[src/rtl/core/cmr_pkg.sv]
// cmr_pkg: shared constants for the catmull-rom curve sampler
// register map, field widths and default parameter values
// no dependencies
package cmr_pkg;

    localparam int COORD_WIDTH_DEF = 20;
    localparam int T_FRAC_BITS_DEF = 16;

    localparam int THRESH_W = 19;
    localparam int STEP_W   = 17;

    localparam int DATA_W    = 32;
    localparam int ADDR_W    = 3;
    localparam int REG_IDX_W = 1;

    localparam logic [REG_IDX_W-1:0] REG_THRESH = 1'd0;
    localparam logic [REG_IDX_W-1:0] REG_STEP   = 1'd1;

    localparam logic [THRESH_W-1:0] THRESH_RST = 19'd16;
    localparam logic [STEP_W-1:0]   STEP_RST   = 17'd7;

    localparam logic FUNC_PUSH = 1'b0;
    localparam logic FUNC_TICK = 1'b1;

endpackage

[src/rtl/core/cmr_in_if.sv]
// cmr_in_if: input channel of the curve sampler (push or tick words)
// valid/ready handshake; widths from cmr_pkg defaults
interface cmr_in_if #(
    parameter int COORD_WIDTH = cmr_pkg::COORD_WIDTH_DEF
);
    logic                          valid;
    logic                          ready;
    logic                          func;
    logic signed [COORD_WIDTH-1:0] coord_x;
    logic signed [COORD_WIDTH-1:0] coord_y;

    modport source (output valid, output func, output coord_x, output coord_y, input ready);
    modport sink   (input valid, input func, input coord_x, input coord_y, output ready);
endinterface

[src/rtl/core/cmr_out_if.sv]
// cmr_out_if: result channel of the curve sampler
// valid/ready handshake; widths from cmr_pkg defaults
interface cmr_out_if #(
    parameter int COORD_WIDTH = cmr_pkg::COORD_WIDTH_DEF
);
    logic                          valid;
    logic                          ready;
    logic                          pixel_valid;
    logic signed [COORD_WIDTH-1:0] pixel_x;
    logic signed [COORD_WIDTH-1:0] pixel_y;
    logic                          segment_done;

    modport source (output valid, output pixel_valid, output pixel_x, output pixel_y,
                    output segment_done, input ready);
    modport sink   (input valid, input pixel_valid, input pixel_x, input pixel_y,
                    input segment_done, output ready);
endinterface

[src/rtl/core/cmr_mul.sv]
// cmr_mul: shared signed multiplier with registered product
// used by the sampler sequencer for every multiply; no dependencies
module cmr_mul #(
    parameter int W = 26
) (
    input  logic                  i_clk,
    input  logic signed [W-1:0]   i_a,
    input  logic signed [W-1:0]   i_b,
    output logic signed [2*W-1:0] o_p
);
    logic signed [2*W-1:0] r_p;

    always_ff @(posedge i_clk) begin
        r_p <= i_a * i_b;
    end

    assign o_p = r_p;
endmodule

[src/rtl/core/catmull_rom_curve_sampler_unit.sv]
// catmull_rom_curve_sampler_unit: top level of the catmull-rom curve sampler
// depends on cmr_pkg, cmr_in_if, cmr_out_if and cmr_mul
//
// a push, or a tick that is rejected, goes straight to the emit step, which loads the output
//   register once it is free; an evaluated tick first runs, per axis, a load and three horner
//   multiply steps, then the squares of dx, dy and threshold and the compare; the single shared
//   multiplier carries every multiply, and no new word is taken until the last one is emitted
// reset: synchronous, active low; window, t, last point and count cleared, threshold 16, step 7
module catmull_rom_curve_sampler_unit #(
    parameter int COORD_WIDTH = cmr_pkg::COORD_WIDTH_DEF,
    parameter int T_FRAC_BITS = cmr_pkg::T_FRAC_BITS_DEF
) (
    input  logic                        i_clk,
    input  logic                        i_rst_n,
    cmr_in_if.sink                      i_in,
    cmr_out_if.source                   o_out,
    input  logic                        psel,
    input  logic                        penable,
    input  logic                        pwrite,
    input  logic [cmr_pkg::ADDR_W-1:0]  paddr,
    input  logic [cmr_pkg::DATA_W-1:0]  pwdata,
    output logic [cmr_pkg::DATA_W-1:0]  prdata,
    output logic                        pready
);
    localparam int CW  = COORD_WIDTH;
    localparam int F   = T_FRAC_BITS;
    // operand width: horner accumulator needs coord + 5 bits plus sign, t needs F + 2
    localparam int MW0 = (CW + 6 > F + 2) ? CW + 6 : F + 2;
    localparam int MW  = (MW0 > cmr_pkg::THRESH_W + 1) ? MW0 : cmr_pkg::THRESH_W + 1;
    localparam int PW  = 2 * MW;
    localparam int TW  = F + 1;
    localparam int NTW = ((TW > cmr_pkg::STEP_W) ? TW : cmr_pkg::STEP_W) + 1;

    localparam longint CMAXL = (longint'(1) <<< (CW - 1)) - 1;
    localparam logic signed [MW-1:0] C_MAX = MW'(CMAXL);
    localparam logic signed [MW-1:0] C_MIN = MW'(-CMAXL - 1);
    localparam logic [NTW-1:0] T_ONE = NTW'(1) << F;

    typedef enum logic [3:0] {
        S_IDLE, S_LOAD, S_MUL, S_ACC,
        S_DX, S_DXW, S_DY, S_DYW, S_TH, S_THW, S_CMP, S_EMIT
    } t_state;

    // configuration registers
    logic [cmr_pkg::THRESH_W-1:0]  r_thresh;
    logic [cmr_pkg::STEP_W-1:0]    r_step;
    logic [cmr_pkg::REG_IDX_W-1:0] w_idx;

    // architectural state
    logic signed [CW-1:0] r_wx [4];
    logic signed [CW-1:0] r_wy [4];
    logic [2:0]           r_loaded;
    logic [TW-1:0]        r_t;
    logic signed [CW-1:0] r_lx, r_ly;

    // sequencer
    t_state               r_state;
    logic                 r_axis;
    logic [1:0]           r_k;
    logic signed [MW-1:0] r_ca, r_cb, r_cc;
    logic signed [MW-1:0] r_opa, r_opb;
    logic signed [CW-1:0] r_px, r_py;
    logic [PW-1:0]        r_sum;

    // pending result and output register
    logic                 r_res_pv, r_res_done;
    logic signed [CW-1:0] r_res_x, r_res_y;
    logic                 r_ov, r_opv, r_odone;
    logic signed [CW-1:0] r_ox, r_oy;

    // ---------------- configuration port ----------------
    assign pready = 1'b1;
    assign w_idx  = paddr[cmr_pkg::ADDR_W-1:2];

    always_ff @(posedge i_clk) begin
        if (!i_rst_n) begin
            r_thresh <= cmr_pkg::THRESH_RST;
            r_step   <= cmr_pkg::STEP_RST;
        end else if (psel && penable && pwrite) begin
            case (w_idx)
                cmr_pkg::REG_THRESH: r_thresh <= pwdata[cmr_pkg::THRESH_W-1:0];
                cmr_pkg::REG_STEP:   r_step   <= pwdata[cmr_pkg::STEP_W-1:0];
                default: ;
            endcase
        end
    end

    always_comb begin
        case (w_idx)
            cmr_pkg::REG_THRESH: prdata = cmr_pkg::DATA_W'(r_thresh);
            cmr_pkg::REG_STEP:   prdata = cmr_pkg::DATA_W'(r_step);
            default:             prdata = '0;
        endcase
    end

    // ---------------- shared multiplier ----------------
    logic signed [PW-1:0] w_prod;

    cmr_mul #(.W(MW)) u_mul (
        .i_clk (i_clk),
        .i_a   (r_opa),
        .i_b   (r_opb),
        .o_p   (w_prod)
    );

    // ---------------- datapath around the multiplier ----------------
    logic                 w_in_acc, w_slot_free, w_load_out;
    logic [NTW-1:0]       w_nt;
    logic signed [MW-1:0] p0, p1, p2, p3, w_dif;
    logic signed [MW-1:0] w_a, w_b, w_c, w_d;
    logic signed [PW-1:0] w_prod_sh;
    logic signed [MW-1:0] w_sh, w_half_sum, w_val;
    logic signed [CW-1:0] w_sat;
    logic signed [CW:0]   w_dx, w_dy;
    logic [CW:0]          w_ax, w_ay;
    logic [PW-1:0]        w_sq;

    assign w_in_acc    = i_in.valid && i_in.ready;
    assign w_slot_free = !r_ov || o_out.ready;
    assign w_load_out  = (r_state == S_EMIT) && w_slot_free;
    assign w_nt        = NTW'(r_t) + NTW'(r_step);

    // control window of the axis in work, sign extended to operand width
    always_comb begin
        if (r_axis) begin
            p0 = MW'(r_wy[0]); p1 = MW'(r_wy[1]); p2 = MW'(r_wy[2]); p3 = MW'(r_wy[3]);
        end else begin
            p0 = MW'(r_wx[0]); p1 = MW'(r_wx[1]); p2 = MW'(r_wx[2]); p3 = MW'(r_wx[3]);
        end
    end

    // curve coefficients, all shift-and-add
    assign w_dif = p1 - p2;
    assign w_a   = p1 <<< 1;
    assign w_b   = p2 - p0;
    assign w_c   = ((p0 <<< 1) + (p2 <<< 2)) - ((p1 <<< 2) + p1 + p3);
    assign w_d   = (p3 - p0) + w_dif + (w_dif <<< 1);

    // floor shift of the product back to coordinate scale
    assign w_prod_sh  = w_prod >>> F;
    assign w_sh       = w_prod_sh[MW-1:0];
    // final halving rounds half upward
    assign w_half_sum = w_sh + r_ca + MW'(1);
    assign w_val      = w_half_sum >>> 1;
    assign w_sat      = (w_val > C_MAX) ? C_MAX[CW-1:0] :
                        (w_val < C_MIN) ? C_MIN[CW-1:0] : w_val[CW-1:0];

    assign w_dx = (CW+1)'(r_px) - (CW+1)'(r_lx);
    assign w_dy = (CW+1)'(r_py) - (CW+1)'(r_ly);
    assign w_ax = w_dx[CW] ? $unsigned(-w_dx) : $unsigned(w_dx);
    assign w_ay = w_dy[CW] ? $unsigned(-w_dy) : $unsigned(w_dy);
    assign w_sq = $unsigned(w_prod);

    assign i_in.ready = (r_state == S_IDLE);

    // ---------------- sequencer ----------------
    always_ff @(posedge i_clk) begin
        if (!i_rst_n) begin
            r_state  <= S_IDLE;
            r_axis   <= 1'b0;
            r_k      <= '0;
            r_loaded <= '0;
            r_t      <= '0;
            r_lx     <= '0;
            r_ly     <= '0;
            r_ov     <= 1'b0;
            for (int i = 0; i < 4; i++) begin
                r_wx[i] <= '0;
                r_wy[i] <= '0;
            end
        end else begin
            // output register: loaded from the emit step, freed once the word is taken
            if (w_load_out) begin
                r_ov <= 1'b1;
            end else if (o_out.ready) begin
                r_ov <= 1'b0;
            end
            case (r_state)
                S_IDLE: begin
                    if (w_in_acc) begin
                        if (i_in.func == cmr_pkg::FUNC_PUSH) begin
                            for (int i = 0; i < 3; i++) begin
                                r_wx[i] <= r_wx[i+1];
                                r_wy[i] <= r_wy[i+1];
                            end
                            r_wx[3] <= i_in.coord_x;
                            r_wy[3] <= i_in.coord_y;
                            r_t     <= '0;
                            // full window after this push: old third point becomes the second
                            if (r_loaded >= 3'd3) begin
                                r_loaded   <= 3'd4;
                                r_lx       <= r_wx[2];
                                r_ly       <= r_wy[2];
                                r_res_pv   <= 1'b1;
                                r_res_x    <= r_wx[2];
                                r_res_y    <= r_wy[2];
                                r_res_done <= 1'b0;
                            end else begin
                                r_loaded   <= r_loaded + 3'd1;
                                r_res_pv   <= 1'b0;
                                r_res_x    <= '0;
                                r_res_y    <= '0;
                                r_res_done <= 1'b1;
                            end
                            r_state <= S_EMIT;
                        end else if (r_loaded < 3'd4 || w_nt > T_ONE) begin
                            // window not full, or past the end of the segment
                            r_res_pv   <= 1'b0;
                            r_res_x    <= '0;
                            r_res_y    <= '0;
                            r_res_done <= 1'b1;
                            r_state    <= S_EMIT;
                        end else begin
                            r_t     <= w_nt[TW-1:0];
                            r_axis  <= 1'b0;
                            r_state <= S_LOAD;
                        end
                    end
                end
                S_LOAD: begin
                    r_ca    <= w_a;
                    r_cb    <= w_b;
                    r_cc    <= w_c;
                    r_opa   <= w_d;
                    r_opb   <= MW'(r_t);
                    r_k     <= '0;
                    r_state <= S_MUL;
                end
                S_MUL: begin
                    r_state <= S_ACC;
                end
                S_ACC: begin
                    case (r_k)
                        2'd0: begin
                            r_opa   <= w_sh + r_cc;
                            r_k     <= 2'd1;
                            r_state <= S_MUL;
                        end
                        2'd1: begin
                            r_opa   <= w_sh + r_cb;
                            r_k     <= 2'd2;
                            r_state <= S_MUL;
                        end
                        default: begin
                            if (r_axis) begin
                                r_py    <= w_sat;
                                r_state <= S_DX;
                            end else begin
                                r_px    <= w_sat;
                                r_axis  <= 1'b1;
                                r_state <= S_LOAD;
                            end
                        end
                    endcase
                end
                S_DX: begin
                    r_opa   <= MW'(w_ax);
                    r_opb   <= MW'(w_ax);
                    r_state <= S_DXW;
                end
                S_DXW: begin
                    r_state <= S_DY;
                end
                S_DY: begin
                    r_sum   <= w_sq;
                    r_opa   <= MW'(w_ay);
                    r_opb   <= MW'(w_ay);
                    r_state <= S_DYW;
                end
                S_DYW: begin
                    r_state <= S_TH;
                end
                S_TH: begin
                    r_sum   <= r_sum + w_sq;
                    r_opa   <= MW'(r_thresh);
                    r_opb   <= MW'(r_thresh);
                    r_state <= S_THW;
                end
                S_THW: begin
                    r_state <= S_CMP;
                end
                S_CMP: begin
                    // squared distance against squared threshold
                    if (r_sum >= w_sq) begin
                        r_lx     <= r_px;
                        r_ly     <= r_py;
                        r_res_pv <= 1'b1;
                        r_res_x  <= r_px;
                        r_res_y  <= r_py;
                    end else begin
                        r_res_pv <= 1'b0;
                        r_res_x  <= '0;
                        r_res_y  <= '0;
                    end
                    r_res_done <= 1'b0;
                    r_state    <= S_EMIT;
                end
                S_EMIT: begin
                    if (w_slot_free) begin
                        r_opv   <= r_res_pv;
                        r_ox    <= r_res_x;
                        r_oy    <= r_res_y;
                        r_odone <= r_res_done;
                        r_state <= S_IDLE;
                    end
                end
                default: r_state <= S_IDLE;
            endcase
        end
    end

    assign o_out.valid        = r_ov;
    assign o_out.pixel_valid  = r_opv;
    assign o_out.pixel_x      = r_ox;
    assign o_out.pixel_y      = r_oy;
    assign o_out.segment_done = r_odone;

`ifndef SYNTH
    // no new word is taken while one is in work
    a_busy_after_accept: assert property (@(posedge i_clk) disable iff (!i_rst_n)
        w_in_acc |=> !i_in.ready)
        else $error("input taken while a word is in work");

    // an emitted point never comes with segment done
    a_pixel_not_done: assert property (@(posedge i_clk) disable iff (!i_rst_n)
        (o_out.valid && o_out.pixel_valid) |-> !o_out.segment_done)
        else $error("emitted point flagged segment done");

    // t stays within one segment
    a_t_in_range: assert property (@(posedge i_clk) disable iff (!i_rst_n)
        NTW'(r_t) <= T_ONE)
        else $error("t past the end of the segment");

    // the point count saturates at four
    a_loaded_range: assert property (@(posedge i_clk) disable iff (!i_rst_n)
        r_loaded <= 3'd4)
        else $error("point count past four");

    // a word is presented only once the sequencer has finished the item
    a_out_from_emit: assert property (@(posedge i_clk) disable iff (!i_rst_n)
        $rose(r_ov) |-> $past(r_state == S_EMIT))
        else $error("output word loaded outside the emit step");
`endif

endmodule
[src/flat_wrapper.sv]
// flat-port wrapper written by rule: the top's interface ports become plain ports
module catmull_rom_curve_sampler_unit_flat 
#(
    parameter int COORD_WIDTH = cmr_pkg::COORD_WIDTH_DEF,
    parameter int T_FRAC_BITS = cmr_pkg::T_FRAC_BITS_DEF
)
  (i_clk, i_rst_n, psel, penable, pwrite, paddr, pwdata, prdata, pready, i_in_valid, i_in_func, i_in_coord_x, i_in_coord_y, i_in_ready, o_out_valid, o_out_pixel_valid, o_out_pixel_x, o_out_pixel_y, o_out_segment_done, o_out_ready);
  cmr_in_if #(.COORD_WIDTH(COORD_WIDTH)) i_in_i ();
  cmr_out_if #(.COORD_WIDTH(COORD_WIDTH)) o_out_i ();
  input  logic i_clk;
  input  logic i_rst_n;
  input  logic psel;
  input  logic penable;
  input  logic pwrite;
  input  logic [cmr_pkg::ADDR_W-1:0] paddr;
  input  logic [cmr_pkg::DATA_W-1:0] pwdata;
  output logic [cmr_pkg::DATA_W-1:0] prdata;
  output logic pready;
  input wire logic [$bits(i_in_i.valid)-1:0] i_in_valid;
  input wire logic [$bits(i_in_i.func)-1:0] i_in_func;
  input wire logic [$bits(i_in_i.coord_x)-1:0] i_in_coord_x;
  input wire logic [$bits(i_in_i.coord_y)-1:0] i_in_coord_y;
  output wire logic [$bits(i_in_i.ready)-1:0] i_in_ready;
  output wire logic [$bits(o_out_i.valid)-1:0] o_out_valid;
  output wire logic [$bits(o_out_i.pixel_valid)-1:0] o_out_pixel_valid;
  output wire logic [$bits(o_out_i.pixel_x)-1:0] o_out_pixel_x;
  output wire logic [$bits(o_out_i.pixel_y)-1:0] o_out_pixel_y;
  output wire logic [$bits(o_out_i.segment_done)-1:0] o_out_segment_done;
  input wire logic [$bits(o_out_i.ready)-1:0] o_out_ready;
  assign i_in_i.valid = i_in_valid;
  assign i_in_i.func = i_in_func;
  assign i_in_i.coord_x = i_in_coord_x;
  assign i_in_i.coord_y = i_in_coord_y;
  assign i_in_ready = i_in_i.ready;
  assign o_out_valid = o_out_i.valid;
  assign o_out_pixel_valid = o_out_i.pixel_valid;
  assign o_out_pixel_x = o_out_i.pixel_x;
  assign o_out_pixel_y = o_out_i.pixel_y;
  assign o_out_segment_done = o_out_i.segment_done;
  assign o_out_i.ready = o_out_ready;
  catmull_rom_curve_sampler_unit #(.COORD_WIDTH(COORD_WIDTH), .T_FRAC_BITS(T_FRAC_BITS)) u_core (.i_clk(i_clk), .i_rst_n(i_rst_n), .i_in(i_in_i), .o_out(o_out_i), .psel(psel), .penable(penable), .pwrite(pwrite), .paddr(paddr), .pwdata(pwdata), .prdata(prdata), .pready(pready));
endmodule
[config.mk]
export PLATFORM = sky130hd
export DESIGN_NAME = catmull_rom_curve_sampler_unit_flat
export DESIGN_NICKNAME = d
export VERILOG_FILES = /design/src/rtl/core/cmr_pkg.sv /design/src/rtl/core/cmr_in_if.sv /design/src/rtl/core/cmr_out_if.sv /design/src/rtl/core/cmr_mul.sv /design/src/rtl/core/catmull_rom_curve_sampler_unit.sv /design/src/flat_wrapper.sv
export SDC_FILE = /design/constraint.sdc
export NUM_CORES = 2
export LEC_CHECK = 0
export ABC_AREA = 1
export BUFFER_PORTS_ARGS = -buffer_cell sky130_fd_sc_hd__buf_2
export CAP_MARGIN = 20
export CORE_MARGIN = 10
export CORE_UTILIZATION = 55
export CTS_CLUSTER_SIZE = 30
export DETAILED_ROUTE_END_ITERATION = 8
export PLACE_DENSITY = 0.72
export SLEW_MARGIN = 20
export SYNTH_ARGS = -nofsm -noshare
export SYNTH_HDL_FRONTEND = slang
export SYNTH_SLANG_ARGS = --single-unit
export TNS_END_PERCENT = 50
[constraint.sdc]
create_clock -name i_clk -period 17.1 [get_ports i_clk]
set_input_delay 0.855 -clock i_clk [delete_from_list [all_inputs] [get_ports i_clk]]
set_output_delay 0.855 -clock i_clk [all_outputs]
set_load 0.01 [all_outputs]
==> flow_summary.yaml <==
global_routing:
  grt_pass1_wl_um: 310000
  grt_use_total_pct: 30.0
  grt-ovfl-total: 0
  grt_max_degree: 91
  antenna_found_initial: 6
  grt_pass1_vias: 54598
critical_path:
  critPathCaptureType: "flop"
  rr_worst_depth: 28
  rr_endpoint: "u_core.r_opa[24]$_DFFE_PP_"
  critical_path_required_ns: 17.51
  ff2ff_setup_slack_ns: 9.45
  slowest_delay_ns: 0.74
  arrival_ns: 8.06
  cp_top_family: "compound AO/OA/AOI/OAI gates"
  crit_buf_inv: 6
  slowest_stage: "dfxtp_4"
  start_kind: "flop"
  worstPathMaxFanout: 81
  reg2reg_from: "u_core.r_axis$_SDFFE_PN0P_"
  critPathKind: "reg2reg"
hold_path:
  hold_class: "reg2reg"
  hold_path_depth: 0
  holdPathEnd: "u_core.o_out.pixel_y[14]$_DFFE_PP_"
  min_from: "u_core.r_res_y[14]$_DFFE_PP_"
logic_synthesis:
  synth_edf_count: 455
  netlist_instances: 8323
  ys_warn_count: 0
  yosysUniqueCellTypes: 68
  ys_seq_area_share_pct: 25.7
  synth-seq-cells: 611
  postSynthAreaPerCell_um2: 7.85
  synth_flop_cell: "edfxtp_1"
  syn-cell-area_um2: 65400
  async_flop_share_pct: 0
final_layout:
  final_cell_mix: "inv_1, nand2_1, fa_1"
  layout-drive-gt1-share_pct: 6.16
  nets: 9605
  area_delta_synth_final_pct: 7.36
  fillers: 10620
  post-route-util_pct: 59.4
  finish.instance_area_um2: 70200
  layout_commonest_cell: "inv_1"
die:
  die_w_um: 365
  core_area_um2: 118000
  start_util_pct: 55.3
  top_level_ports: 160
  die_h_um: 365
  die-area_um2: 133000
  fp-row-count: 126
detailed_routing:
  antenna_left: 0
  totalWireLength_um: 198000
  drtIter0Drc: 5588
  routedWlPerCell_um: 19.9
  drt-pass1-iter-count: 8
  routed_via_density: 5.50
  drc: 0
  vias: 54808
timing:
  tightestPinTransition_ns: 1.20
  maxSlewViolCount: 0
  tns_ns: 0
  fin_skew_ns: 0.0527
  min_period_ns: 7.65
  hold_viol: 0
  setup_viol: 0
  finalCritPeriodShare_pct: 44.7
  rsz0062_at_grt: "no"
  fmax_mhz: 131
  slew_headroom_pct: 19.8
clocking:
  worstSkewPairLatency_ns: 0.69
  hold_buffers: 0
  cts_sinks: 611
  cts_tree: "yes"
  clock-root-buffer: "clkbuf_16"
  clk_pin_slew_ns: 0.06
  clock_path_buffers: 3
  cts_resized: 0
  post-cts-setup-buffers: 0
  htreeDepth: 3
  cts-buffers-inserted: 72
placement:
  hpwlAfterDp_um: 160000
  place_congestion: 0.999
  placed_area_um2: 67600
  io_buffers: 130
job:
  drv_cap: 0
outcome:
  outcome: "finished clean"
-- final cells by class --
class	instances	area [um2]	area share, %
Sequential cell	611	16800	23.9
Antenna cell	2	5.00	0.00713
Inverter	2006	7530	10.7
Tap cell	1536	1920	2.74
Timing Repair Buffer	219	1460	2.08
Multi-Input combinational cell	5460	40100	57.1
Clock inverter	33	463	0.660
Clock buffer	97	1950	2.77
-- how the worst max path moves through the flow --
stage,slack (ns),end,startpoint,depth (start not counted)
3_3_place_gp,9.56,u_core.r_opa[24]$_DFFE_PP_,u_core.r_axis$_SDFFE_PN0P_,27
5_1_grt,9.00,u_core.r_opa[24]$_DFFE_PP_,u_core.r_axis$_SDFFE_PN0P_,28
6_report,9.45,u_core.r_opa[24]$_DFFE_PP_,u_core.r_axis$_SDFFE_PN0P_,28
2_1_floorplan,10.82,u_core.u_mul.o_p[48]$_DFF_P_,u_core.r_opb[3]$_DFFE_PP_,24
3_5_place_dp,9.52,u_core.u_mul.o_p[45]$_DFF_P_,u_core.r_opb[4]$_DFFE_PP_,23
4_1_cts,9.50,u_core.u_mul.o_p[45]$_DFF_P_,u_core.r_opb[4]$_DFFE_PP_,23
-- logic make-up after synthesis --
group	count (synthesis)	share of synthesized area, %
multiplexers	25	0.429
adder cells (fa/ha/maj)	1152	29.9
AND/OR/NAND/NOR	3016	19.3
flip-flops	611	25.7
AO/OA/AOI/OAI	1080	9.09
XOR/XNOR	173	2.36
other	2	0.0115
buffers and inverters	2264	13.2
-- state kept, by name, summed over array words and instances, names as in the netlist, 21 cells and up --
register and cells:
u_core.r_opa 26, u_core.r_wy 80, u_core.r_opb 21, u_core.r_cc 26, u_core.r_cb 26, u_core.r_sum 52, u_core.r_wx 80, u_core.u_mul.o_p 52
-- metal layers --
layer | share of wire (%) | track usage (%) | wire [um] | up-vias
met2 | 45 | 47.4 | 88700 | 2310
met3 | 9.6 | 5.44 | 18900 | 377
met1 | 42 | 41.8 | 83800 | 26403
li1 | - | - | - | 25716
met4 | 3.5 | 9.61 | 6960 | 2
met5 | 0.0050 | 0 | 10 | -
-- through the flow --
step	std cells	worst slack, ns	hold WS [ns]
6_report	9964	9.45	0.416
2_1_floorplan	8335	10.82	0.400
3_5_place_dp	9823	9.52	0.405
4_1_cts	9953	9.50	0.393
3_3_place_gp	9821	9.56	0.402
5_1_grt	9963	9.00	0.421
-- synth_stat cells, types with 7 or more instances --
cell / count / share of area (%)
nand3_1: 334 / 2.6
inv_2: 21 / 0.12
buf_4: 19 / 0.22
ha_1: 471 / 9.0
o211ai_1: 11 / 0.13
nor4_1: 19 / 0.18
dfxtp_1: 156 / 4.8
clkbuf_1: 194 / 1.1
a31oi_1: 32 / 0.31
nand2_1: 1745 / 10
nor2_2: 16 / 0.15
nand3_2: 9 / 0.14
nand4_1: 81 / 0.78
o21ai_0: 424 / 3.2
o21ai_2: 9 / 0.12
xnor2_1: 64 / 0.86
o21a_1: 11 / 0.13
edfxtp_1: 455 / 21
a21boi_0: 8 / 0.092
fa_1: 681 / 21
a21oi_1: 431 / 3.3
a211oi_1: 10 / 0.11
nor2_1: 617 / 3.5
buf_1: 13 / 0.075
xor2_1: 105 / 1.4
or2_2: 32 / 0.31
nand2_2: 34 / 0.33
nand3b_1: 56 / 0.64
buf_2: 27 / 0.21
o21ai_1: 35 / 0.27
inv_1: 1980 / 11
nor3_1: 52 / 0.40
mux2_2: 24 / 0.41
a21o_1: 33 / 0.38
o31ai_1: 7 / 0.080
o21bai_1: 19 / 0.22
a21oi_2: 22 / 0.29
Power is not shown: default switching activity piles up to over one toggle a cycle in this logic, so the estimate is an artifact.
